<file path="src/rtl/gsd_pkg.sv">
`timescale 1ns / 1ps
// ----------------------------------------------------------------------------
// GPS slow-data collector package
// Shared types, constants and helper functions of the collector.
// ----------------------------------------------------------------------------
package gsd_pkg;

   localparam int MAX_LINE_LENGTH = 256;
   localparam int LEN_W = $clog2(MAX_LINE_LENGTH);
   localparam int POS_W = (LEN_W > 8) ? LEN_W : 8;
   localparam int CMD_DEPTH = 2;
   localparam int RSP_DEPTH = 4;

   // Register indexes of the configuration port.
   localparam logic [2:0] CSR_SCRAMBLE_FIRST  = 3'd0;
   localparam logic [2:0] CSR_SCRAMBLE_SECOND = 3'd1;
   localparam logic [2:0] CSR_SCRAMBLE_THIRD  = 3'd2;
   localparam logic [2:0] CSR_TYPE_MASK       = 3'd3;
   localparam logic [2:0] CSR_GPS_TYPE_CODE   = 3'd4;

   // Input actions.
   localparam logic [1:0] ACT_DATA   = 2'd0;
   localparam logic [1:0] ACT_RESYNC = 2'd1;
   localparam logic [1:0] ACT_CLEAR  = 2'd2;

   // Stream identifiers.
   localparam logic [1:0] ST_POS    = 2'd0;
   localparam logic [1:0] ST_COURSE = 2'd1;
   localparam logic [1:0] ST_CRC    = 2'd2;
   localparam logic [1:0] ST_TEXT   = 2'd3;

   // Collection modes: stream identifier plus one, zero for none.
   localparam logic [2:0] MODE_NONE        = 3'd0;
   localparam logic [2:0] MODE_AFTER_POS   = 3'd2;
   localparam logic [2:0] MODE_AFTER_COURSE = 3'd4;

   // Line status codes.
   localparam logic [1:0] LS_CONT = 2'd0;
   localparam logic [1:0] LS_OK   = 2'd1;
   localparam logic [1:0] LS_BAD  = 2'd2;
   localparam logic [1:0] LS_OVF  = 2'd3;

   localparam logic [7:0] CHAR_LF   = 8'h0A;
   localparam logic [7:0] CHAR_CR   = 8'h0D;
   localparam logic [7:0] CHAR_STAR = 8'h2A;
   localparam logic [15:0] CRC_INIT = 16'hFFFF;
   localparam logic [15:0] CRC_POLY = 16'h8408;

   // Prefixes, byte 0 in the low lane.
   localparam logic [4:0][7:0] PFX_POS_C    = {8'h47, 8'h47, 8'h50, 8'h47, 8'h24};
   localparam logic [4:0][7:0] PFX_COURSE_C = {8'h4D, 8'h52, 8'h50, 8'h47, 8'h24};
   localparam logic [4:0][7:0] PFX_CRC_C    = {8'h43, 8'h52, 8'h43, 8'h24, 8'h24};

   typedef enum logic { CMD_CLEAR, CMD_BLOCK } cmd_op_type;
   typedef enum logic [1:0] { PFX_NONE, PFX_POS, PFX_COURSE, PFX_CRC } pfx_type;

   typedef struct packed {
      cmd_op_type       op;
      pfx_type          pfx;
      logic [4:0][7:0]  payload;
   } cmd_type;

   typedef struct packed {
      logic [1:0] stream_id;
      logic [7:0] byte_position;
      logic [7:0] stored_byte;
      logic       last;
      logic [1:0] line_status;
      logic       packet_ready;
      logic       position_valid;
      logic       course_valid;
      logic       text_valid;
      logic       crc_valid;
   } rsp_type;

   typedef enum logic { BK_IDLE, BK_BYTES } back_state_type;

   function automatic logic [7:0] hex_char(input logic [3:0] n);
      return (n < 4'd10) ? (8'h30 + {4'h0, n}) : (8'h37 + {4'h0, n});
   endfunction

   // Reflected CRC-16 over one byte, least significant bit first.
   function automatic logic [15:0] crc_byte(input logic [15:0] crc, input logic [7:0] ch);
      logic [15:0] c;
      logic [7:0]  d;
      logic        fb;
      c = crc;
      d = ch;
      for (int i = 0; i < 8; i++) begin
         fb = c[0] ^ d[0];
         c = c >> 1;
         if (fb) begin
            c = c ^ CRC_POLY;
         end
         d = d >> 1;
      end
      return c;
   endfunction

endpackage

</file>
<file path="src/rtl/gsd_front.sv">
`timescale 1ns / 1ps
// ----------------------------------------------------------------------------
// GPS slow-data collector front end
// Holds the configuration, descrambles and pairs halves, classifies blocks
// and queues commands for the back end.
// ----------------------------------------------------------------------------
module gsd_front (
   input  logic                  clock,
   input  logic                  reset,
   input  logic                  push,
   output logic                  full,
   input  logic [1:0]            req_action,
   input  logic [7:0]            req_slow_byte_a,
   input  logic [7:0]            req_slow_byte_b,
   input  logic [7:0]            req_slow_byte_c,
   input  logic                  csr_valid,
   output logic                  csr_ready,
   input  logic [2:0]            csr_index,
   input  logic [7:0]            csr_data,
   output logic                  cmd_valid,
   input  logic                  cmd_pop,
   output gsd_pkg::cmd_type      cmd_data
);
   import gsd_pkg::*;

   localparam int PTR_W = $clog2(CMD_DEPTH);

   logic [7:0]  scr_a_ff, scr_a_in, scr_b_ff, scr_b_in, scr_c_ff, scr_c_in;
   logic [7:0]  mask_ff, mask_in, code_ff, code_in;
   logic        pending_ff, pending_in;
   logic [23:0] first_ff, first_in;
   cmd_type     q_ff [CMD_DEPTH];
   logic [PTR_W-1:0] wr_ff, wr_in, rd_ff, rd_in;
   logic [PTR_W:0]   cnt_ff, cnt_in;
   logic        accept, enq;
   cmd_type     enq_data;
   logic [7:0]  a, b, c;
   logic [4:0][7:0] blk;

   assign csr_ready = 1'b1;
   assign full      = (cnt_ff == (PTR_W+1)'(CMD_DEPTH));
   assign accept    = push && !full;
   assign cmd_valid = (cnt_ff != '0);
   assign cmd_data  = q_ff[rd_ff];

   assign a = req_slow_byte_a ^ scr_a_ff;
   assign b = req_slow_byte_b ^ scr_b_ff;
   assign c = req_slow_byte_c ^ scr_c_ff;
   assign blk = {c, b, a, first_ff[7:0], first_ff[15:8]};

   always_comb begin
      scr_a_in = scr_a_ff;
      scr_b_in = scr_b_ff;
      scr_c_in = scr_c_ff;
      mask_in  = mask_ff;
      code_in  = code_ff;
      if (csr_valid) begin
         unique case (csr_index)
            CSR_SCRAMBLE_FIRST:  scr_a_in = csr_data;
            CSR_SCRAMBLE_SECOND: scr_b_in = csr_data;
            CSR_SCRAMBLE_THIRD:  scr_c_in = csr_data;
            CSR_TYPE_MASK:       mask_in  = csr_data;
            CSR_GPS_TYPE_CODE:   code_in  = csr_data;
            default: ;
         endcase
      end
   end

   always_comb begin
      pending_in = pending_ff;
      first_in   = first_ff;
      enq        = 1'b0;
      enq_data.op      = CMD_BLOCK;
      enq_data.pfx     = PFX_NONE;
      enq_data.payload = blk;
      if (blk == PFX_POS_C) begin
         enq_data.pfx = PFX_POS;
      end else if (blk == PFX_COURSE_C) begin
         enq_data.pfx = PFX_COURSE;
      end else if (blk == PFX_CRC_C) begin
         enq_data.pfx = PFX_CRC;
      end
      if (accept) begin
         unique case (req_action)
            ACT_DATA: begin
               if (!pending_ff) begin
                  first_in   = {a, b, c};
                  pending_in = 1'b1;
               end else begin
                  pending_in = 1'b0;
                  enq = ((first_ff[23:16] & mask_ff) == code_ff);
               end
            end
            ACT_RESYNC: pending_in = 1'b0;
            ACT_CLEAR: begin
               pending_in  = 1'b0;
               enq         = 1'b1;
               enq_data.op = CMD_CLEAR;
            end
            default: ;
         endcase
      end
      wr_in  = enq ? wr_ff + 1'b1 : wr_ff;
      rd_in  = cmd_pop ? rd_ff + 1'b1 : rd_ff;
      cnt_in = cnt_ff + (PTR_W+1)'(enq) - (PTR_W+1)'(cmd_pop);
   end

   always_ff @(posedge clock) begin
      if (reset) begin
         scr_a_ff   <= 8'h70;
         scr_b_ff   <= 8'h4F;
         scr_c_ff   <= 8'h93;
         mask_ff    <= 8'hF0;
         code_ff    <= 8'h30;
         pending_ff <= 1'b0;
         first_ff   <= '0;
         wr_ff      <= '0;
         rd_ff      <= '0;
         cnt_ff     <= '0;
      end else begin
         scr_a_ff   <= scr_a_in;
         scr_b_ff   <= scr_b_in;
         scr_c_ff   <= scr_c_in;
         mask_ff    <= mask_in;
         code_ff    <= code_in;
         pending_ff <= pending_in;
         first_ff   <= first_in;
         wr_ff      <= wr_in;
         rd_ff      <= rd_in;
         cnt_ff     <= cnt_in;
      end
   end

   always_ff @(posedge clock) begin
      if (enq) begin
         q_ff[wr_ff] <= enq_data;
      end
   end

endmodule

</file>
<file path="src/rtl/gsd_back.sv">
`timescale 1ns / 1ps
// ----------------------------------------------------------------------------
// GPS slow-data collector back end
// Selects the stream of each block and stores its payload one byte a cycle
// while the result queue has room, running the XOR and CRC-16 line checks.
// ----------------------------------------------------------------------------
module gsd_back (
   input  logic                  clock,
   input  logic                  reset,
   input  logic                  cmd_valid,
   output logic                  cmd_pop,
   input  gsd_pkg::cmd_type      cmd_data,
   input  logic                  rsp_full,
   output logic                  rsp_push,
   output gsd_pkg::rsp_type      rsp_data
);
   import gsd_pkg::*;

   back_state_type   state_ff, state_in;
   logic [2:0]       idx_ff, idx_in;
   logic [1:0]       stream_ff, stream_in;
   logic [4:0][7:0]  bytes_ff, bytes_in;
   logic [2:0]       mode_ff, mode_in;
   logic [LEN_W-1:0] len_ff [4];
   logic [LEN_W-1:0] len_in [4];
   logic [3:0]       vflags_ff, vflags_in;
   logic [7:0]       rx_ff, rx_in, xbs_ff, xbs_in;
   logic [LEN_W-1:0] star_ff, star_in;
   logic [15:0]      cas_ff, cas_in;
   logic [1:0]       cnt_ff, cnt_in;
   logic [15:0]      crc_ff, crc_in;
   logic [31:0]      hdr_ff, hdr_in;

   always_comb begin
      logic [1:0]       s;
      logic             start;
      logic             clr;
      logic [7:0]       raw, stored;
      logic [LEN_W-1:0] pos;
      logic [POS_W-1:0] pos_x;
      logic [LEN_W:0]   nxt;
      logic [1:0]       status;
      logic             ready;
      logic [15:0]      crc_n, sum;
      logic [31:0]      hdr_n;
      logic [15:0]      want;

      state_in  = state_ff;
      idx_in    = idx_ff;
      stream_in = stream_ff;
      bytes_in  = bytes_ff;
      mode_in   = mode_ff;
      len_in    = len_ff;
      vflags_in = vflags_ff;
      rx_in     = rx_ff;
      xbs_in    = xbs_ff;
      star_in   = star_ff;
      cas_in    = cas_ff;
      cnt_in    = cnt_ff;
      crc_in    = crc_ff;
      hdr_in    = hdr_ff;
      cmd_pop   = 1'b0;
      rsp_push  = 1'b0;
      s      = ST_POS;
      start  = 1'b0;
      clr    = 1'b0;
      raw    = bytes_ff[idx_ff];
      stored = (stream_ff == ST_CRC) ? raw : {1'b0, raw[6:0]};
      pos    = len_ff[stream_ff];
      pos_x  = POS_W'(pos);
      nxt    = {1'b0, pos} + 1'b1;
      status = LS_CONT;
      ready  = 1'b0;
      crc_n  = crc_ff;
      hdr_n  = hdr_ff;
      sum    = ~crc_n;
      want   = '0;

      unique case (state_ff)
         BK_IDLE: begin
            if (cmd_valid) begin
               cmd_pop = 1'b1;
               if (cmd_data.op == CMD_CLEAR) begin
                  mode_in   = MODE_NONE;
                  for (int i = 0; i < 4; i++) begin
                     len_in[i] = '0;
                  end
                  vflags_in = '0;
                  clr       = 1'b1;
               end else begin
                  start = 1'b1;
                  priority if (cmd_data.pfx == PFX_POS) begin
                     s = ST_POS;
                     len_in[ST_POS] = '0;
                     len_in[ST_COURSE] = '0;
                     len_in[ST_TEXT] = '0;
                     vflags_in[ST_POS] = 1'b0;
                     vflags_in[ST_COURSE] = 1'b0;
                     vflags_in[ST_TEXT] = 1'b0;
                     clr = 1'b1;
                  end else if (cmd_data.pfx == PFX_COURSE) begin
                     s = ST_COURSE;
                     len_in[ST_COURSE] = '0;
                     len_in[ST_TEXT] = '0;
                     vflags_in[ST_COURSE] = 1'b0;
                     vflags_in[ST_TEXT] = 1'b0;
                     clr = 1'b1;
                  end else if (cmd_data.pfx == PFX_CRC) begin
                     s = ST_CRC;
                     len_in[ST_CRC] = '0;
                     vflags_in[ST_CRC] = 1'b0;
                     clr = 1'b1;
                  end else if (mode_ff == MODE_AFTER_POS && len_ff[ST_COURSE] == '0) begin
                     s = ST_TEXT;
                     len_in[ST_TEXT] = '0;
                     vflags_in[ST_TEXT] = 1'b0;
                     clr = 1'b1;
                  end else if (mode_ff != MODE_NONE && mode_ff <= MODE_AFTER_COURSE) begin
                     s = 2'(mode_ff - 3'd1);
                  end else begin
                     start = 1'b0;
                  end
                  if (start) begin
                     mode_in   = {1'b0, s} + 3'd1;
                     stream_in = s;
                     bytes_in  = cmd_data.payload;
                     idx_in    = '0;
                     state_in  = BK_BYTES;
                  end
               end
            end
         end
         BK_BYTES: begin
            if (!rsp_full) begin
               rsp_push = 1'b1;
               if (nxt >= (LEN_W+1)'(MAX_LINE_LENGTH)) begin
                  len_in[stream_ff]    = '0;
                  vflags_in[stream_ff] = 1'b0;
                  mode_in = MODE_NONE;
                  clr     = 1'b1;
                  status  = LS_OVF;
               end else begin
                  len_in[stream_ff] = nxt[LEN_W-1:0];
                  if (stream_ff == ST_CRC) begin
                     if (pos_x >= POS_W'(5) && pos_x <= POS_W'(8)) begin
                        hdr_n = {hdr_ff[23:0], raw};
                     end
                     if (pos_x >= POS_W'(10)) begin
                        crc_n = crc_byte(crc_ff, raw);
                     end
                     hdr_in = hdr_n;
                     crc_in = crc_n;
                     if (raw == CHAR_CR) begin
                        sum = ~crc_n;
                        mode_in = MODE_NONE;
                        clr = 1'b1;
                        if (pos_x >= POS_W'(10) && hdr_n == {hex_char(sum[15:12]),
                              hex_char(sum[11:8]), hex_char(sum[7:4]),
                              hex_char(sum[3:0])}) begin
                           vflags_in[ST_CRC] = 1'b1;
                           ready  = 1'b1;
                           status = LS_OK;
                        end else begin
                           len_in[ST_CRC]    = '0;
                           vflags_in[ST_CRC] = 1'b0;
                           status = LS_BAD;
                        end
                     end
                  end else if (raw == CHAR_LF) begin
                     want = {hex_char(xbs_ff[7:4]), hex_char(xbs_ff[3:0])};
                     if (stream_ff == ST_POS) begin
                        mode_in = MODE_AFTER_POS;
                     end else if (stream_ff == ST_COURSE) begin
                        mode_in = MODE_AFTER_COURSE;
                     end else begin
                        mode_in = MODE_NONE;
                     end
                     clr = 1'b1;
                     if (star_ff != '0 && cnt_ff == 2'd2 && cas_ff == want) begin
                        vflags_in[stream_ff] = 1'b1;
                        ready  = (stream_ff == ST_TEXT);
                        status = LS_OK;
                     end else begin
                        len_in[stream_ff]    = '0;
                        vflags_in[stream_ff] = 1'b0;
                        status = LS_BAD;
                     end
                  end else begin
                     if (star_ff != '0 && pos > star_ff && cnt_ff < 2'd2) begin
                        cas_in = {cas_ff[7:0], stored};
                        cnt_in = cnt_ff + 2'd1;
                     end
                     if (stored == CHAR_STAR &&
                         pos_x >= ((stream_ff == ST_TEXT) ? POS_W'(1) : POS_W'(2))) begin
                        xbs_in  = rx_ff;
                        star_in = pos;
                        cas_in  = '0;
                        cnt_in  = '0;
                     end
                     if (stream_ff == ST_TEXT || pos != '0) begin
                        rx_in = rx_ff ^ stored;
                     end
                  end
               end
               idx_in = idx_ff + 3'd1;
               if (status != LS_CONT || idx_ff == 3'd4) begin
                  state_in = BK_IDLE;
               end
            end
         end
         default: state_in = BK_IDLE;
      endcase

      if (clr) begin
         rx_in   = '0;
         xbs_in  = '0;
         star_in = '0;
         cas_in  = '0;
         cnt_in  = '0;
         crc_in  = CRC_INIT;
         hdr_in  = '0;
      end

      rsp_data.stream_id      = stream_ff;
      rsp_data.byte_position  = pos_x[7:0];
      rsp_data.stored_byte    = stored;
      rsp_data.last           = (status != LS_CONT) || (idx_ff == 3'd4);
      rsp_data.line_status    = status;
      rsp_data.packet_ready   = ready;
      rsp_data.position_valid = vflags_in[ST_POS];
      rsp_data.course_valid   = vflags_in[ST_COURSE];
      rsp_data.text_valid     = vflags_in[ST_TEXT];
      rsp_data.crc_valid      = vflags_in[ST_CRC];
   end

   always_ff @(posedge clock) begin
      if (reset) begin
         state_ff  <= BK_IDLE;
         idx_ff    <= '0;
         stream_ff <= ST_POS;
         mode_ff   <= MODE_NONE;
         for (int i = 0; i < 4; i++) begin
            len_ff[i] <= '0;
         end
         vflags_ff <= '0;
         rx_ff     <= '0;
         xbs_ff    <= '0;
         star_ff   <= '0;
         cas_ff    <= '0;
         cnt_ff    <= '0;
         crc_ff    <= CRC_INIT;
         hdr_ff    <= '0;
      end else begin
         state_ff  <= state_in;
         idx_ff    <= idx_in;
         stream_ff <= stream_in;
         mode_ff   <= mode_in;
         len_ff    <= len_in;
         vflags_ff <= vflags_in;
         rx_ff     <= rx_in;
         xbs_ff    <= xbs_in;
         star_ff   <= star_in;
         cas_ff    <= cas_in;
         cnt_ff    <= cnt_in;
         crc_ff    <= crc_in;
         hdr_ff    <= hdr_in;
      end
   end

   always_ff @(posedge clock) begin
      bytes_ff <= bytes_in;
   end

`ifndef NO_ASSERTIONS
   a_push_only_in_bytes: assert property (@(posedge clock) disable iff (reset)
      rsp_push |-> (state_ff == BK_BYTES))
      else $error("result pushed outside byte phase");
   a_last_returns_idle: assert property (@(posedge clock) disable iff (reset)
      (rsp_push && rsp_data.last) |=> (state_ff == BK_IDLE))
      else $error("sequencer did not return to idle after last byte");
   a_no_pop_while_busy: assert property (@(posedge clock) disable iff (reset)
      (state_ff == BK_BYTES) |-> !cmd_pop)
      else $error("command taken while a block is in progress");
   a_at_most_five: assert property (@(posedge clock) disable iff (reset)
      (state_ff == BK_BYTES) |-> (idx_ff <= 3'd4))
      else $error("byte index beyond block payload");
`endif

endmodule

</file>
<file path="src/rtl/gsd_rsp_queue.sv">
`timescale 1ns / 1ps
// ----------------------------------------------------------------------------
// GPS slow-data collector result queue
// Small register queue that holds stored-byte results until they are popped.
// ----------------------------------------------------------------------------
module gsd_rsp_queue (
   input  logic                  clock,
   input  logic                  reset,
   input  logic                  wr_push,
   input  gsd_pkg::rsp_type      wr_data,
   output logic                  wr_full,
   input  logic                  pop,
   output logic                  empty,
   output gsd_pkg::rsp_type      rd_data
);
   import gsd_pkg::*;

   localparam int PTR_W = $clog2(RSP_DEPTH);

   rsp_type          q_ff [RSP_DEPTH];
   logic [PTR_W-1:0] wr_ff, wr_in, rd_ff, rd_in;
   logic [PTR_W:0]   cnt_ff, cnt_in;
   logic             do_pop;

   assign wr_full = (cnt_ff == (PTR_W+1)'(RSP_DEPTH));
   assign empty   = (cnt_ff == '0);
   assign do_pop  = pop && !empty;
   assign rd_data = q_ff[rd_ff];

   always_comb begin
      wr_in  = wr_push ? wr_ff + 1'b1 : wr_ff;
      rd_in  = do_pop ? rd_ff + 1'b1 : rd_ff;
      cnt_in = cnt_ff + (PTR_W+1)'(wr_push) - (PTR_W+1)'(do_pop);
   end

   always_ff @(posedge clock) begin
      if (reset) begin
         wr_ff  <= '0;
         rd_ff  <= '0;
         cnt_ff <= '0;
      end else begin
         wr_ff  <= wr_in;
         rd_ff  <= rd_in;
         cnt_ff <= cnt_in;
      end
   end

   always_ff @(posedge clock) begin
      if (wr_push) begin
         q_ff[wr_ff] <= wr_data;
      end
   end

endmodule

</file>
<file path="src/rtl/gps_slow_data_sentence_collector_unit.sv">
`timescale 1ns / 1ps
// Path: a second half-block passes through the command queue, the stream
// selection in the back end and the result queue before its first stored
// byte reaches the result ports; the back-end sequencer stores one byte a
// cycle while the result queue has room, and takes no new command until it
// is through with the current block.
// Reset: synchronous, active high; all streams empty, configuration at defaults.
// ----------------------------------------------------------------------------
// GPS slow-data sentence collector
// Descrambles slow-data half blocks, assembles GPS blocks and collects the
// position, course, CRC-packet and text streams with their line checks.
// ----------------------------------------------------------------------------
module gps_slow_data_sentence_collector_unit (
   input  logic        clock,
   input  logic        reset,
   input  logic        push,
   output logic        full,
   input  logic [1:0]  req_action,
   input  logic [7:0]  req_slow_byte_a,
   input  logic [7:0]  req_slow_byte_b,
   input  logic [7:0]  req_slow_byte_c,
   output logic        empty,
   input  logic        pop,
   output logic [1:0]  rsp_stream_id,
   output logic [7:0]  rsp_byte_position,
   output logic [7:0]  rsp_stored_byte,
   output logic        rsp_last,
   output logic [1:0]  rsp_line_status,
   output logic        rsp_packet_ready,
   output logic        rsp_position_valid,
   output logic        rsp_course_valid,
   output logic        rsp_text_valid,
   output logic        rsp_crc_valid,
   input  logic        csr_valid,
   output logic        csr_ready,
   input  logic [2:0]  csr_index,
   input  logic [7:0]  csr_data
);
   import gsd_pkg::*;

   // The front end accepts each input beat as it is pushed and only stalls
   // when its two-entry command queue is full. Each queued command is either a
   // clear of all streams or a GPS block tagged with its prefix match.
   logic    cmd_valid;
   logic    cmd_pop;
   cmd_type cmd_data;

   // The back end stores one byte a cycle into the result queue; it waits
   // whenever that queue is full, so a slow consumer never loses a beat.
   logic    rsp_push;
   logic    rsp_full;
   rsp_type rsp_wr;
   rsp_type rsp_rd;

   gsd_front u_front (
      .clock           (clock),
      .reset           (reset),
      .push            (push),
      .full            (full),
      .req_action      (req_action),
      .req_slow_byte_a (req_slow_byte_a),
      .req_slow_byte_b (req_slow_byte_b),
      .req_slow_byte_c (req_slow_byte_c),
      .csr_valid       (csr_valid),
      .csr_ready       (csr_ready),
      .csr_index       (csr_index),
      .csr_data        (csr_data),
      .cmd_valid       (cmd_valid),
      .cmd_pop         (cmd_pop),
      .cmd_data        (cmd_data)
   );

   gsd_back u_back (
      .clock     (clock),
      .reset     (reset),
      .cmd_valid (cmd_valid),
      .cmd_pop   (cmd_pop),
      .cmd_data  (cmd_data),
      .rsp_full  (rsp_full),
      .rsp_push  (rsp_push),
      .rsp_data  (rsp_wr)
   );

   gsd_rsp_queue u_rsp_queue (
      .clock   (clock),
      .reset   (reset),
      .wr_push (rsp_push),
      .wr_data (rsp_wr),
      .wr_full (rsp_full),
      .pop     (pop),
      .empty   (empty),
      .rd_data (rsp_rd)
   );

   // The oldest result sits at the head of the queue and is shown as is.
   assign rsp_stream_id      = rsp_rd.stream_id;
   assign rsp_byte_position  = rsp_rd.byte_position;
   assign rsp_stored_byte    = rsp_rd.stored_byte;
   assign rsp_last           = rsp_rd.last;
   assign rsp_line_status    = rsp_rd.line_status;
   assign rsp_packet_ready   = rsp_rd.packet_ready;
   assign rsp_position_valid = rsp_rd.position_valid;
   assign rsp_course_valid   = rsp_rd.course_valid;
   assign rsp_text_valid     = rsp_rd.text_valid;
   assign rsp_crc_valid      = rsp_rd.crc_valid;

endmodule

</file>
<file path="config.mk">
export PLATFORM = sky130hd
export DESIGN_NAME = gps_slow_data_sentence_collector_unit
export DESIGN_NICKNAME = d
export VERILOG_FILES = /design/src/rtl/gsd_pkg.sv /design/src/rtl/gsd_front.sv /design/src/rtl/gsd_back.sv /design/src/rtl/gsd_rsp_queue.sv /design/src/rtl/gps_slow_data_sentence_collector_unit.sv
export SDC_FILE = /design/constraint.sdc
export NUM_CORES = 1
export LEC_CHECK = 0
export BUFFER_PORTS_ARGS = -buffer_cell sky130_fd_sc_hd__buf_2
export CAP_MARGIN = 10
export CORE_UTILIZATION = 60
export CTS_CLUSTER_DIAMETER = 80
export DETAILED_ROUTE_END_ITERATION = 16
export PLACE_DENSITY = 0.8
export SLEW_MARGIN = 20
export SYNTH_ARGS = -nofsm -noshare
export SYNTH_HDL_FRONTEND = slang
export SYNTH_SLANG_ARGS = --single-unit
</file>
<file path="constraint.sdc">
create_clock -name clock -period 6.55 [get_ports clock]
set_input_delay 1.31 -clock clock [delete_from_list [all_inputs] [get_ports clock]]
set_output_delay 1.31 -clock clock [all_outputs]
set_load 0.01 [all_outputs]
</file>
Word-level counts from Yosys, hierarchy flattened
Memories as Yosys holds them, arrays and structs flattened. A register that Yosys moved wholly into a read port is not among the register bits.
Index checks and enable logic that the tools add are counted.
{ "totals": {"ff_bits": 251, "ramBits": 190, "in_bits": 42, "output_inout_bits": 29, "mem_count": 2} }
{ "op_classes": {"addsub": 25, "order_cmp": 19, "n_eq_ne": 40, "muxes": 208, "n_bitwise": 35, "reduce_logical": 51} }
{ "memory_table": {"columns": ["name", "depth", "width", "rd", "rd_clocked_by_memory_dff", "wr", "line", "text"], "rows": [
  ["u_rsp_queue.q_ff", 4, 26, 1, 1, 1, "gsd_rsp_queue.sv:20", "rsp_type q_ff [RSP_DEPTH];"],
  ["u_front.q_ff", 2, 43, 1, 1, 1, "gsd_front.sv:32", "cmd_type q_ff [CMD_DEPTH];"]
]} }
{ "ops": {"columns": ["op", "count"], "rows": [
  ["16-bit two-way mux", 51],
  ["32-bit two-way mux", 11],
  ["8-bit two-way mux", 25],
  ["40-bit by 39-bit == test with 1-bit output, second input constant", 3],
  ["6-bit by 4-bit adder with 7-bit output, first input constant", 12],
  ["32-bit bitwise AND", 2],
  ["32-bit one-hot mux with 2 select lines", 1],
  ["1-bit two-way mux", 61],
  ["2-bit two-way mux", 27],
  ["3-bit two-way mux", 14],
  ["32-bit bitwise mux", 1],
  ["32-bit == test", 1],
  ["32-bit NOT", 1],
  ["8-bit XOR", 4],
  ["2-bit NOT with 3-bit output", 9],
  ["8-bit binary-select mux with 3-bit select", 1],
  ["4-bit < comparator, second input constant", 6],
  ["4-bit two-way mux", 6],
  ["6-bit AND reduction", 3],
  ["8-bit binary-select mux with 2-bit select", 1],
  ["8-bit demux with 2-bit select", 1],
  ["16-bit == test", 1],
  ["8-bit by 4-bit == test with 1-bit output, second input constant", 2],
  ["16-bit NOT", 1],
  ["59 further kinds", 133]
]} }

Longest topological paths before layout
Gate-level depths: netlist of the first run.
{ "depth": {"word_depth": 75, "depth_mapped": 18, "ltp_nobuf": 14} }

Modules after synthesis
Synthesis of the first run repeated with hierarchy kept, for this count alone.
{ "hier_totals": {"cells_unflattened": 1744, "area_unflattened_um2": 20206.9} }
{ "by_module_without_submodules": {"columns": ["mod", "n_inst", "cells_each", "area_each_um2"], "rows": [
  ["gsd_back", 1, 1055, 9635.5],
  ["gsd_front", 1, 507, 6298.5],
  ["gsd_rsp_queue", 1, 182, 4272.8]
]} }

Least setup slack after synthesis of the first run
OpenSTA, ideal clock, no wires.
{ "synth_path": {"kind": "register to register", "start": "register with a tool-made name", "end": "register u_back.stream_ff[1]", "setup_ns": 0.128, "arrival_time_ns": 5.012, "required_time_ns": 6.422, "slack_ns": 1.410, "path_stages_with_launch": 11, "path_buffers": 2, "period_less_slack_ns": 5.140, "cell_sequence": "dfxtp_1 > clkbuf_1 > mux2i_1 > inv_1 > ha_1 > clkbuf_1 > nor3_1 > and3_1 > nor3_1 > mux2i_1 > nor2_1"} }
{ "synth_rtl": {"columns": ["item", "line", "text"], "rows": [
  ["end signal: assignment", "gsd_back.sv:256", "stream_ff <= stream_in;"],
  ["end: declaration", "gsd_back.sv:21", "logic [1:0] stream_ff, stream_in;"]
]} }

==> run metrics, run 1 <==
CP max FO 22; Synth Area per Inst 11.1 um^2; Netlist cell types 85; largest family of logic cells by synthesized area simple AND/OR/NAND/NOR gates; RSZ-0062 raised after global routing false; crit path launch type flop; clk_skew 0.0285 ns; TritonCTS buffer count 46; Reg power frac ~43%; Leakage 8.12 nW; antenna cells 0; CP Capture Type flop; main flop type after synthesis edfxtp_1; starting density of the core between 60% and 70%; CTS max path bufs 3; number of post-CTS setup repair buffers 0; worst min path class flop to flop; count leader, synth nand2_1; die height 188 um; top cell type by total area after synthesis edfxtp_1; pwr dens between 300 and 400 nW/um^2; fin crit share 80.9%; Req. time, crit path 6.87 ns; largest net degree at the start of global routing 84; vias in the first global route 14300; post-synthesis register bit count 444; slew margin rel. 23.9%; simple-gate share of the synthesized area 15.7%; Overflow after GRT 0; HPWL Detailed 33000 um; Clock Sink Count 444; Pwr Total ~7.8 mW; Post-Synthesis Cells 1878; Final setup viols 0; initial drt markers 1010; Fmax 0.189 GHz; Post-synth EDFFs 230; Hold Vio Cnt, Final 0; GPL Wtd Cong 0.917; asr flop ratio synth 0%; core box area 33900 um^2; hold buffers post-CTS 0; synth cell count leaders 239 x nand2_1, 230 x edfxtp_1, 214 x dfxtp_1; Post-CTS Resized 0; via density per instance 6.12; Combinational Power Share a little under a quarter; status complete, no violations; GRT Overall Usage between 20% and 30%; top cells by area, synth edfxtp_1 33%, dfxtp_1 21%, mux4_2 4.5%; drt pass-1 iters 8; Routed WL per cell 20.2 um; Clock power frac 33.3%; TritonCTS clock tree done; final wirelength approximately 49000 um; antenna violations before repair 0; sequential fraction of the synthesis area 53.8%; Post-Synth Adder-Cell Area 2.32%; WS Path Type flop to flop; Layout Cells excl Fill 2412; Switching Share 30.1%; H-tree levels 2; Mapped Area 20800 um^2; clock root cell clkbuf_16; total of max-cap violations 0; IO buf count a little under 70; Mapped Nets 1958; P_int 5.48 mW; post-synthesis mux area share 11.1%; NetSw between 2 and 2.5 mW; Final TNS setup 0 ns; Chip Width around 190 um; placed cells 2327; full die area 35400 um^2; synthesis-to-layout area growth 10.7%; Worst-Margin Slew 1.13 ns; ANT nets after route 0; crit path time final 5.30 ns; layout cells sized above 1 15.2%; VDD IR max 0.000247 V; Synth top area share about a third; worst skew pair latency ~0.56 ns; worst path arrival time 5.62 ns; clk slew on worst S/H paths 0.06 ns; # rows 67; fin nets about 2000; Synth Area in XOR/XNOR 3.85%; DRC Markers 0; max-slew violations 0; IO Pins 71; YS warnings 0; Fill cells between 2000 and 2500; via count 14800; first-pass GRT wire length 77300 um; complex-gate fraction of the synthesized area 9.95%
placed cells by master (no fill, tap or decap), types with 9 or more instances in the layout:
cell type and instances:
a211oi_1 28, a21oi_1 99, a22oi_1 34, a31oi_1 9
and3_1 18, buf_2 68, buf_4 26, clkbuf_1 9
clkbuf_16 48, dfxtp_1 212, edfxtp_1 230, ha_1 37
inv_1 61, mux2_2 51, mux2i_1 72, mux4_2 42
nand2_1 239, nand2b_1 23, nand3_1 30, nand3b_1 23
nand4_1 15, nor2_1 167, nor2b_1 24, nor3_1 35
nor3b_1 17, nor4_1 20, nor4b_1 9, o211ai_1 20
o21a_1 12, o21ai_0 27, o21ai_1 14, xnor2_1 45
xor2_1 36
sequential cells by signal (all words and copies together), names as in the netlist, 16 cells and up, named ones only:
register          flops
u_rsp_queue.q_ff    104
u_back.bytes_ff      40
u_front.q_ff         86
u_back.hdr_ff        32
u_front.first_ff     24
u_back.len_ff        32
u_back.crc_ff        16
u_back.cas_ff        16
final timing paths:
path	from	end	slack, ns	depth (start not counted)
max	u_back.stream_ff[0]$_SDFFE_PP0P_	u_rsp_queue.q_ff[2][0]$_DFFE_PP_	1.25	14
min	u_back.rx_ff[7]$_SDFFE_PP0P_	u_back.xbs_ff[7]$_SDFFE_PP0P_	0.45	2
max reg2reg	u_back.stream_ff[0]$_SDFFE_PP0P_	u_rsp_queue.q_ff[2][0]$_DFFE_PP_	1.25	14
min reg2reg	u_back.rx_ff[7]$_SDFFE_PP0P_	u_back.xbs_ff[7]$_SDFFE_PP0P_	0.45	2
cell type report:
type / instances / area, um^2 / share of cell area (%)
Clock buffer: 63 / 1320 / 5.72
Tap cell: 448 / 561 / 2.43
Multi-Input combinational cell: 1277 / 8990 / 39.0
Inverter: 64 / 240 / 1.04
Timing Repair Buffer: 94 / 536 / 2.32
Clock inverter: 22 / 204 / 0.885
Sequential cell: 444 / 11200 / 48.6
power groups by stage:
stage	combinational [mW]	sequential (mW)	clock, mW
6_report	1.85	3.37	2.61
2_1_floorplan	1.37	3.34	0
3_5_place_dp	1.82	3.43	0
5_1_grt	2.00	3.40	2.75
4_1_cts	1.85	3.38	2.64
3_3_place_gp	1.79	3.42	0
per-stage QoR:
step	hold slack [ns]	setup slack (ns)	utilization [%]	instance area, um^2
3_5_place_dp	0.449	1.27	63.5	21500
2_1_floorplan	0.430	1.41	-	20800
5_1_grt	0.484	0.840	68.0	23000
6_report	0.449	1.25	68.0	23000
3_3_place_gp	0.441	1.43	63.5	21500
4_1_cts	0.455	1.23	68.0	23000
per-layer routing:
metal  track usage (%)  vias to the layer above  share of wire [%]
li1                  -                     6930                  -
met1              35.1                     7175                 41
met2              48.2                      539                 50
met3              3.58                      121                5.7
met4              9.76                        0                3.2
met5                 0                        -                  0
kinds of logic (layout without fill, tap and decap cells):
| group | count (synthesis) | count (layout) |
|---|---|---|
| AND/OR/NAND/NOR | 675 | 675 |
| flip-flops | 444 | 444 |
| AO/OA/AOI/OAI | 309 | 309 |
| multiplexers | 169 | 169 |
| buffers and inverters | 157 | 243 |
| XOR/XNOR | 85 | 85 |
| adder cells (fa/ha/maj) | 38 | 38 |
| other | 1 | 1 |
worst max-delay path: stages (launching register included):
cell and delay, ns:
dfxtp_1 0.60, mux4_2 0.70, inv_1 0.25, ha_1 0.23
nand4b_1 0.21, a31o_1 0.79, buf_4 0.30, mux2i_2 0.38
o31a_1 0.22, o2111ai_1 0.14, nor4_1 0.35, o2111a_1 0.24
nand4_1 0.10, buf_4 0.21, o31ai_4 0.32
No activity file was read; power rests on OpenSTA's default activity.
==> run 2: changes to the inputs <==
CORE_UTILIZATION = 56   (was 60)
PLACE_DENSITY = 0.79   (was 0.8)
clock period = 4.5 ns   (was 6.55 ns; I/O delays follow)
==> run metrics, run 2 (synthesis gave the netlist of run 1 again) <==
status complete, no violations; final core utilization 63.8% (-4.2 points); Top Registers u_rsp_queue.q_ff x104, u_front.q_ff x86, u_back.bytes_ff x40; CP max FO 11 (-50%); Req. time, crit path 4.86 ns (-2.01 ns); total of max-cap violations 0 (unchanged); final setup margin 0.147 ns (-1.10 ns); fin crit share 96.7% (+16 points); drt pass-1 iters 5 (-3); initial drt markers 1104 (+9.3%); Crit Reg-Reg Startpoint u_back.stream_ff[0]$_SDFFE_PP0P_; starting density of the core 56.9% (-4.6 points); Layout Cells excl Fill 2479 (+2.8%); Final TNS setup 0 ns (unchanged); clock root cell clkbuf_16; Top reg by flops u_rsp_queue.q_ff; most frequent cells in the layout 239 x nand2_1, 230 x edfxtp_1, 209 x dfxtp_1; CTS max path bufs 3 (unchanged); synthesis-to-layout area growth 12.2%; vias in the first global route 14900 (+4.0%); final wirelength 49400 um (+1.5%); WHS 0.453 ns (+0.00376 ns); Cell Area, Placed 21800 um^2 (+1.5%); max-slew violations 0 (unchanged); worst path arrival time 4.71 ns (-0.91 ns); first-pass GRT wire length 79300 um (+2.6%); HPWL Detailed 33900 um (+2.7%); clk_skew 0.0289 ns (+0.000412 ns); DRC Markers 0 (unchanged); Leakage 8.30 nW (+2.2%); die height 195 um (+3.5%); layout cells sized above 1 17.1% (+1.9 points); Final setup viols 0 (unchanged); full die area 37900 um^2 (+7.1%); WS Path Type flop to flop; Largest register FFs 104 (unchanged); GRT Overall Usage 26.3% (-1.3 points); ANT nets after route 0 (unchanged); Hold Path Depth 2 (unchanged); Hold Vio Cnt, Final 0 (unchanged); Overflow after GRT 0 (unchanged); Pwr Total 11.2 mW (+43%); Fmax 0.230 GHz (+22%); largest net degree at the start of global routing 96 (+14%); # rows 70 (+4.5%); crit path time final 4.35 ns (-0.945 ns); Final Cell Area 23400 um^2 (+1.4%); commonest non-fill, non-tap cell in the layout nand2_1; Hold Crit Start u_front.mask_ff[2]$_SDFFE_PP0P_; IO buf count 69 (unchanged); hold endpoint u_front.mask_ff[2]$_SDFFE_PP0P_; TritonCTS buffer count 45 (-2.2%); pwr dens 480 nW/um^2 (+41%); H-tree levels 2 (unchanged); setup slack at placement 0.0865 ns (-1.19 ns); worst min path class flop to flop; Clock Sink Count 444 (unchanged); placed cells 2384 (+2.4%); via density per instance 6.00 (-1.9%); slew margin rel. 22.5% (-1.5 points); worst skew pair latency 0.57 ns (about the same); TritonCTS clock tree done; Routed WL per cell 19.9 um (-1.3%); fin nets 2053 (+2.3%); via count 14900 (+0.82%); Worst-Margin Slew 1.15 ns (+0.0178 ns); VDD IR max 0.000309 V (+25%); Chip Width 195 um (+3.5%); crit path launch type flop; CP Capture Type flop; core box area 36600 um^2 (+8.1%); clk slew on worst S/H paths 0.06 ns (about the same); FF-to-FF End u_rsp_queue.q_ff[2][4]$_DFFE_PP_; IO Pins 71 (unchanged); flop2flop setup slack 0.15 ns (-1.10 ns); R2R cell count 12 (-2); GPL Wtd Cong 0.928 (+1.2%); antenna violations before repair 1 (+1)
==> run 2: cell types whose count changed in the layout (fill, tap and decap cells not counted), sizes merged <==
cell	before	now
bufinv	3	0
clkbuf	63	66
buf	94	140
clkinv	15	12
clkinvlp	3	5
diode	0	1
inv	65	66
==> run 2: what timing repair did <==
action | in CTS | in global routing
setup endpoints to repair | 0 | 25
endpoints found under the hold margin | 0 | 0
hold buffers | 0 | 0
setup buffers | 0 | 9
resized for setup | 0 | 7
==> run 2: area by class of cell <==
class                           instances  area, um^2
Fill cell                            2815       13300
Sequential cell                       444       11200
Multi-Input combinational cell       1277        9020
Clock buffer                           65        1260
Timing Repair Buffer                  141         931
Tap cell                              468         586
Inverter                               64         240
Clock inverter                         19         118
Antenna cell                            1        2.50
==> run 2: worst max-delay path by stage <==
stage | start | endpoint | slack (ns) | cells past startpoint
2_1_floorplan | req_action[0] | u_front.q_ff[0][0]$_DFFE_PP_ | 0.58 | 6
3_3_place_gp | u_back.stream_ff[0]$_SDFFE_PP0P_ | u_rsp_queue.q_ff[2][4]$_DFFE_PP_ | 0.15 | 13
3_5_place_dp | u_back.stream_ff[0]$_SDFFE_PP0P_ | u_rsp_queue.q_ff[2][4]$_DFFE_PP_ | 0.09 | 13
4_1_cts | u_back.stream_ff[0]$_SDFFE_PP0P_ | u_rsp_queue.q_ff[1][4]$_DFFE_PP_ | 0.05 | 13
5_1_grt | u_back.stream_ff[0]$_SDFFE_PP0P_ | u_rsp_queue.q_ff[2][4]$_DFFE_PP_ | -0.004 | 14
6_report | u_back.stream_ff[0]$_SDFFE_PP0P_ | u_rsp_queue.q_ff[2][4]$_DFFE_PP_ | 0.15 | 12
==> run 2: metal layers <==
layer	GRT usage [%]	up-vias	wire length, um
met4	11.1	0	1830
met1	32.7	7177	20200
met3	3.63	136	2750
met5	0	-	0
li1	-	7025	-
met2	45.9	548	24600
==> run 2: report_power, final <==
part | internal, mW | switching, mW
combinational | 1.13 | 1.63
clock | 1.97 | 1.54
sequential | 4.68 | 0.254
total | 7.78 | 3.42
==> run 2: critical path: stages (launching register included) <==
cell	delay, ns
dfxtp_2	0.37
buf_12	0.15
mux4_2	0.53
or4_4	0.61
a31oi_4	0.36
nor3b_1	0.11
o21a_1	0.15
or3_4	0.38
and3_1	0.18
or3b_1	0.42
nor4_4	0.30
nand4_1	0.21
a211oi_2	0.35
==> run 3: changes to the inputs <==
ABC_AREA = 1   (was default)
CTS_CLUSTER_DIAMETER = 150   (was 80)
==> run metrics, run 3 <==
CP max FO 34 (+23); Reg power frac 39.8% (-4.2 points); clk_skew 0.0304 ns (+0.00145 ns); pwr dens 552 nW/um^2 (+15%); met2 usage 45.2% (-0.73 points); Fmax 0.240 GHz (+4.6%); DRC Markers 0 (unchanged); top cell type by total area after synthesis edfxtp_1; CTS max path bufs 3 (unchanged); CP Capture Type flop; final setup margin 0.339 ns (+0.192 ns); largest net degree at the start of global routing 75 (-22%); TritonCTS buffer count 45 (unchanged); main flop type after synthesis edfxtp_1; final wirelength 50000 um (+1.2%); VDD IR max 0.000298 V (-3.6%); Netlist cell types 64 (-25%); R2R cell count 25 (+13); Synth top area share 33.1% (-0.093 points); WHS 0.444 ns (-0.00913 ns); worst min path class flop to flop; Hold Vio Cnt, Final 0 (unchanged); layout cells sized above 1 11.6% (-5.5 points); Fill cells 3002 (+6.6%); Largest register FFs 104 (unchanged); Final TNS setup 0 ns (unchanged); synth cell count leaders 570 x nand2_1, 230 x edfxtp_1, 229 x nor2_1; H-tree levels 2 (unchanged); Cell Area, Placed 21600 um^2 (-1.1%); Top reg by flops u_rsp_queue.q_ff; NetSw 4.65 mW (+36%); Worst-Margin Slew 0.937 ns (-0.214 ns); fin crit share 92.5% (-4.3 points); GPL Wtd Cong 0.934 (+0.68%); fin nets 2534 (+23%); # rows 70 (unchanged); most frequent cells in the layout 569 x nand2_1, 230 x edfxtp_1, 222 x nor2_1; Mapped Nets 2483 (+27%); antenna cells 0 (-1); post-synthesis register bit count 444 (unchanged); setup slack at placement 0.123 ns (+0.0365 ns); Leakage 9.34 nW (+13%); FF-to-FF End u_rsp_queue.q_ff[2][4]$_DFFE_PP_; P_int 8.11 mW (+4.3%); sequential fraction of the synthesis area 53.6% (-0.15 points); max-slew violations 0 (unchanged); Worst Setup SP u_back.stream_ff[0]$_SDFFE_PP0P_; Clock Sink Count 444 (unchanged); full die area 38100 um^2 (+0.28%); Layout Cells excl Fill 2958 (+19%); worst path arrival time 4.53 ns (-0.18 ns); count leader, synth nand2_1; WS Path Type flop to flop; initial drt markers 1188 (+7.6%); worst skew pair latency 0.58 ns (about the same); hold buffers post-CTS 0 (unchanged); Post-Synthesis Cells 2403 (+28%); Mapped Area 20900 um^2 (+0.28%); clk slew on worst S/H paths 0.06 ns (about the same); core box area 36600 um^2 (unchanged); asr flop ratio synth 0% (unchanged); Final setup viols 0 (unchanged); ANT nets after route 0 (unchanged); total of max-cap violations 0 (unchanged); Pwr Total 12.8 mW (+14%); Post-synth EDFFs 230 (unchanged); TritonCTS clock tree done; antenna violations before repair 0 (-1); HPWL Detailed 34400 um (+1.4%); die height 195 um (+0.14%); Crit Reg-Reg Startpoint u_back.stream_ff[0]$_SDFFE_PP0P_; flop2flop setup slack 0.34 ns (+0.19 ns); YS warnings 0 (unchanged); IO Pins 71 (unchanged); crit path launch type flop; slew margin rel. 37.4% (+15 points); Top Registers u_rsp_queue.q_ff x104, u_front.q_ff x86, u_back.bytes_ff x40; starting density of the core 57.0% (+0.16 points); Combinational Power Share 30.9% (+6.2 points); via count 16800 (+13%); commonest non-fill, non-tap cell in the layout nand2_1; Routed WL per cell 16.9 um (-15%); clock root cell clkbuf_16; vias in the first global route 16200 (+8.8%); status complete, no violations; Req. time, crit path 4.87 ns (about the same); placed cells 2873 (+21%); Hold Crit Start u_front.rd_ff$_SDFFE_PP0P_; via density per instance 5.69 (-5.2%); Synth Area per Inst 8.69 um^2 (-22%); Top Usage Layer GRT met2; IO buf count 69 (unchanged); Chip Width 195 um (+0.14%); global routing usage on met1 32.8% (+0.16 points); GRT Overall Usage 26.2% (-0.079 points); crit path time final 4.16 ns (-0.192 ns); Final Cell Area 23100 um^2 (-0.94%); final core utilization 63.2% (-0.60 points); top cells by area, synth edfxtp_1 33%, dfxtp_1 21%, nand2_1 10%; Switching Share 36.4% (+5.9 points); Hold Path Depth 1 (-1); first-pass GRT wire length 80300 um (+1.3%); Overflow after GRT 0 (unchanged); met3 Usage GRT 3.33% (-0.29 points); drt pass-1 iters 6 (+1); synthesis-to-layout area growth 10.8%; Clock power frac 29.4% (-1.9 points)
[run 3: worst max path at each step]
stage | endpoint | slack [ns] | cells after the start
detailed placement | u_rsp_queue.q_ff[3][4]$_DFFE_PP_ | 0.12 | 24
finish | u_rsp_queue.q_ff[2][4]$_DFFE_PP_ | 0.34 | 25
global route | u_rsp_queue.q_ff[2][4]$_DFFE_PP_ | -0.005 | 26
floorplan | u_front.q_ff[1][0]$_DFFE_PP_ | 0.58 | 8
CTS | u_rsp_queue.q_ff[2][4]$_DFFE_PP_ | 0.1 | 24
global placement | u_rsp_queue.q_ff[3][5]$_DFFE_PP_ | 0.28 | 24
[run 3: final cells by class]
class / count / area (um^2) / area share, %
Inverter: 222 / 837 / 3.62
Multi-Input combinational cell: 1643 / 8450 / 36.5
Clock buffer: 56 / 1230 / 5.32
Clock inverter: 27 / 263 / 1.14
Timing Repair Buffer: 98 / 576 / 2.49
Tap cell: 468 / 586 / 2.53
Sequential cell: 444 / 11200 / 48.4
[run 3: repair_timing]
action | 4_1_cts | 5_1_grt
gates resized for setup | 0 | 8
setup buffers | 0 | 2
setup endpoints to repair | 0 | 38
[run 3: kinds of logic after synthesis]
logic type      count (synthesis)  synth area share (%)
compound gates                453                  11.8
xor+xnor                       45                  1.96
fa+ha+maj                      38                  2.31
buf+inv                       316                  6.21
flops                         444                  53.6
mux                            40                  2.16
other cells                     1                0.0180
simple gates                 1066                  21.9
[run 3: worst max-delay path: stages, from the launching register on]
cell and delay, ns:
dfxtp_2 0.37, inv_2 0.18, nand2_1 0.08, nand2_1 0.07, nand2_1 0.07, nand2_1 0.26, inv_2 0.14, ha_1 0.22
inv_1 0.05, nand3_1 0.08, nand2_2 0.25, nand2_8 0.23, inv_2 0.25, nand2_1 0.08, nand2_1 0.14, inv_1 0.10
nand3_1 0.15, nand2_1 0.07, nand2_1 0.05, nand2_1 0.05, nor2_1 0.13, nand2_1 0.07, nor2_1 0.13, nand3_2 0.18
or2_1 0.28, a211oi_2 0.29
[run 3: power groups by stage]
| stage | Combinational, mW | Clock, mW | Sequential [mW] |
|---|---|---|---|
| after floorplan | 2.81 | 0 | 5.03 |
| after global placement | 3.74 | 0 | 5.14 |
| after detailed placement | 3.84 | 0 | 5.15 |
| after CTS | 3.87 | 3.79 | 5.07 |
| after global routing | 4.34 | 3.94 | 5.11 |
| final | 3.94 | 3.75 | 5.08 |
[run 3: layer usage]
| layer | wire length, um | vias to the layer above | share of wire (%) |
|---|---|---|---|
| met5 | 0 | - | 0 |
| met4 | 1960 | 0 | 3.9 |
| met3 | 3270 | 154 | 6.5 |
| met2 | 24100 | 657 | 48 |
| met1 | 20700 | 7843 | 41 |
| li1 | - | 8177 | - |
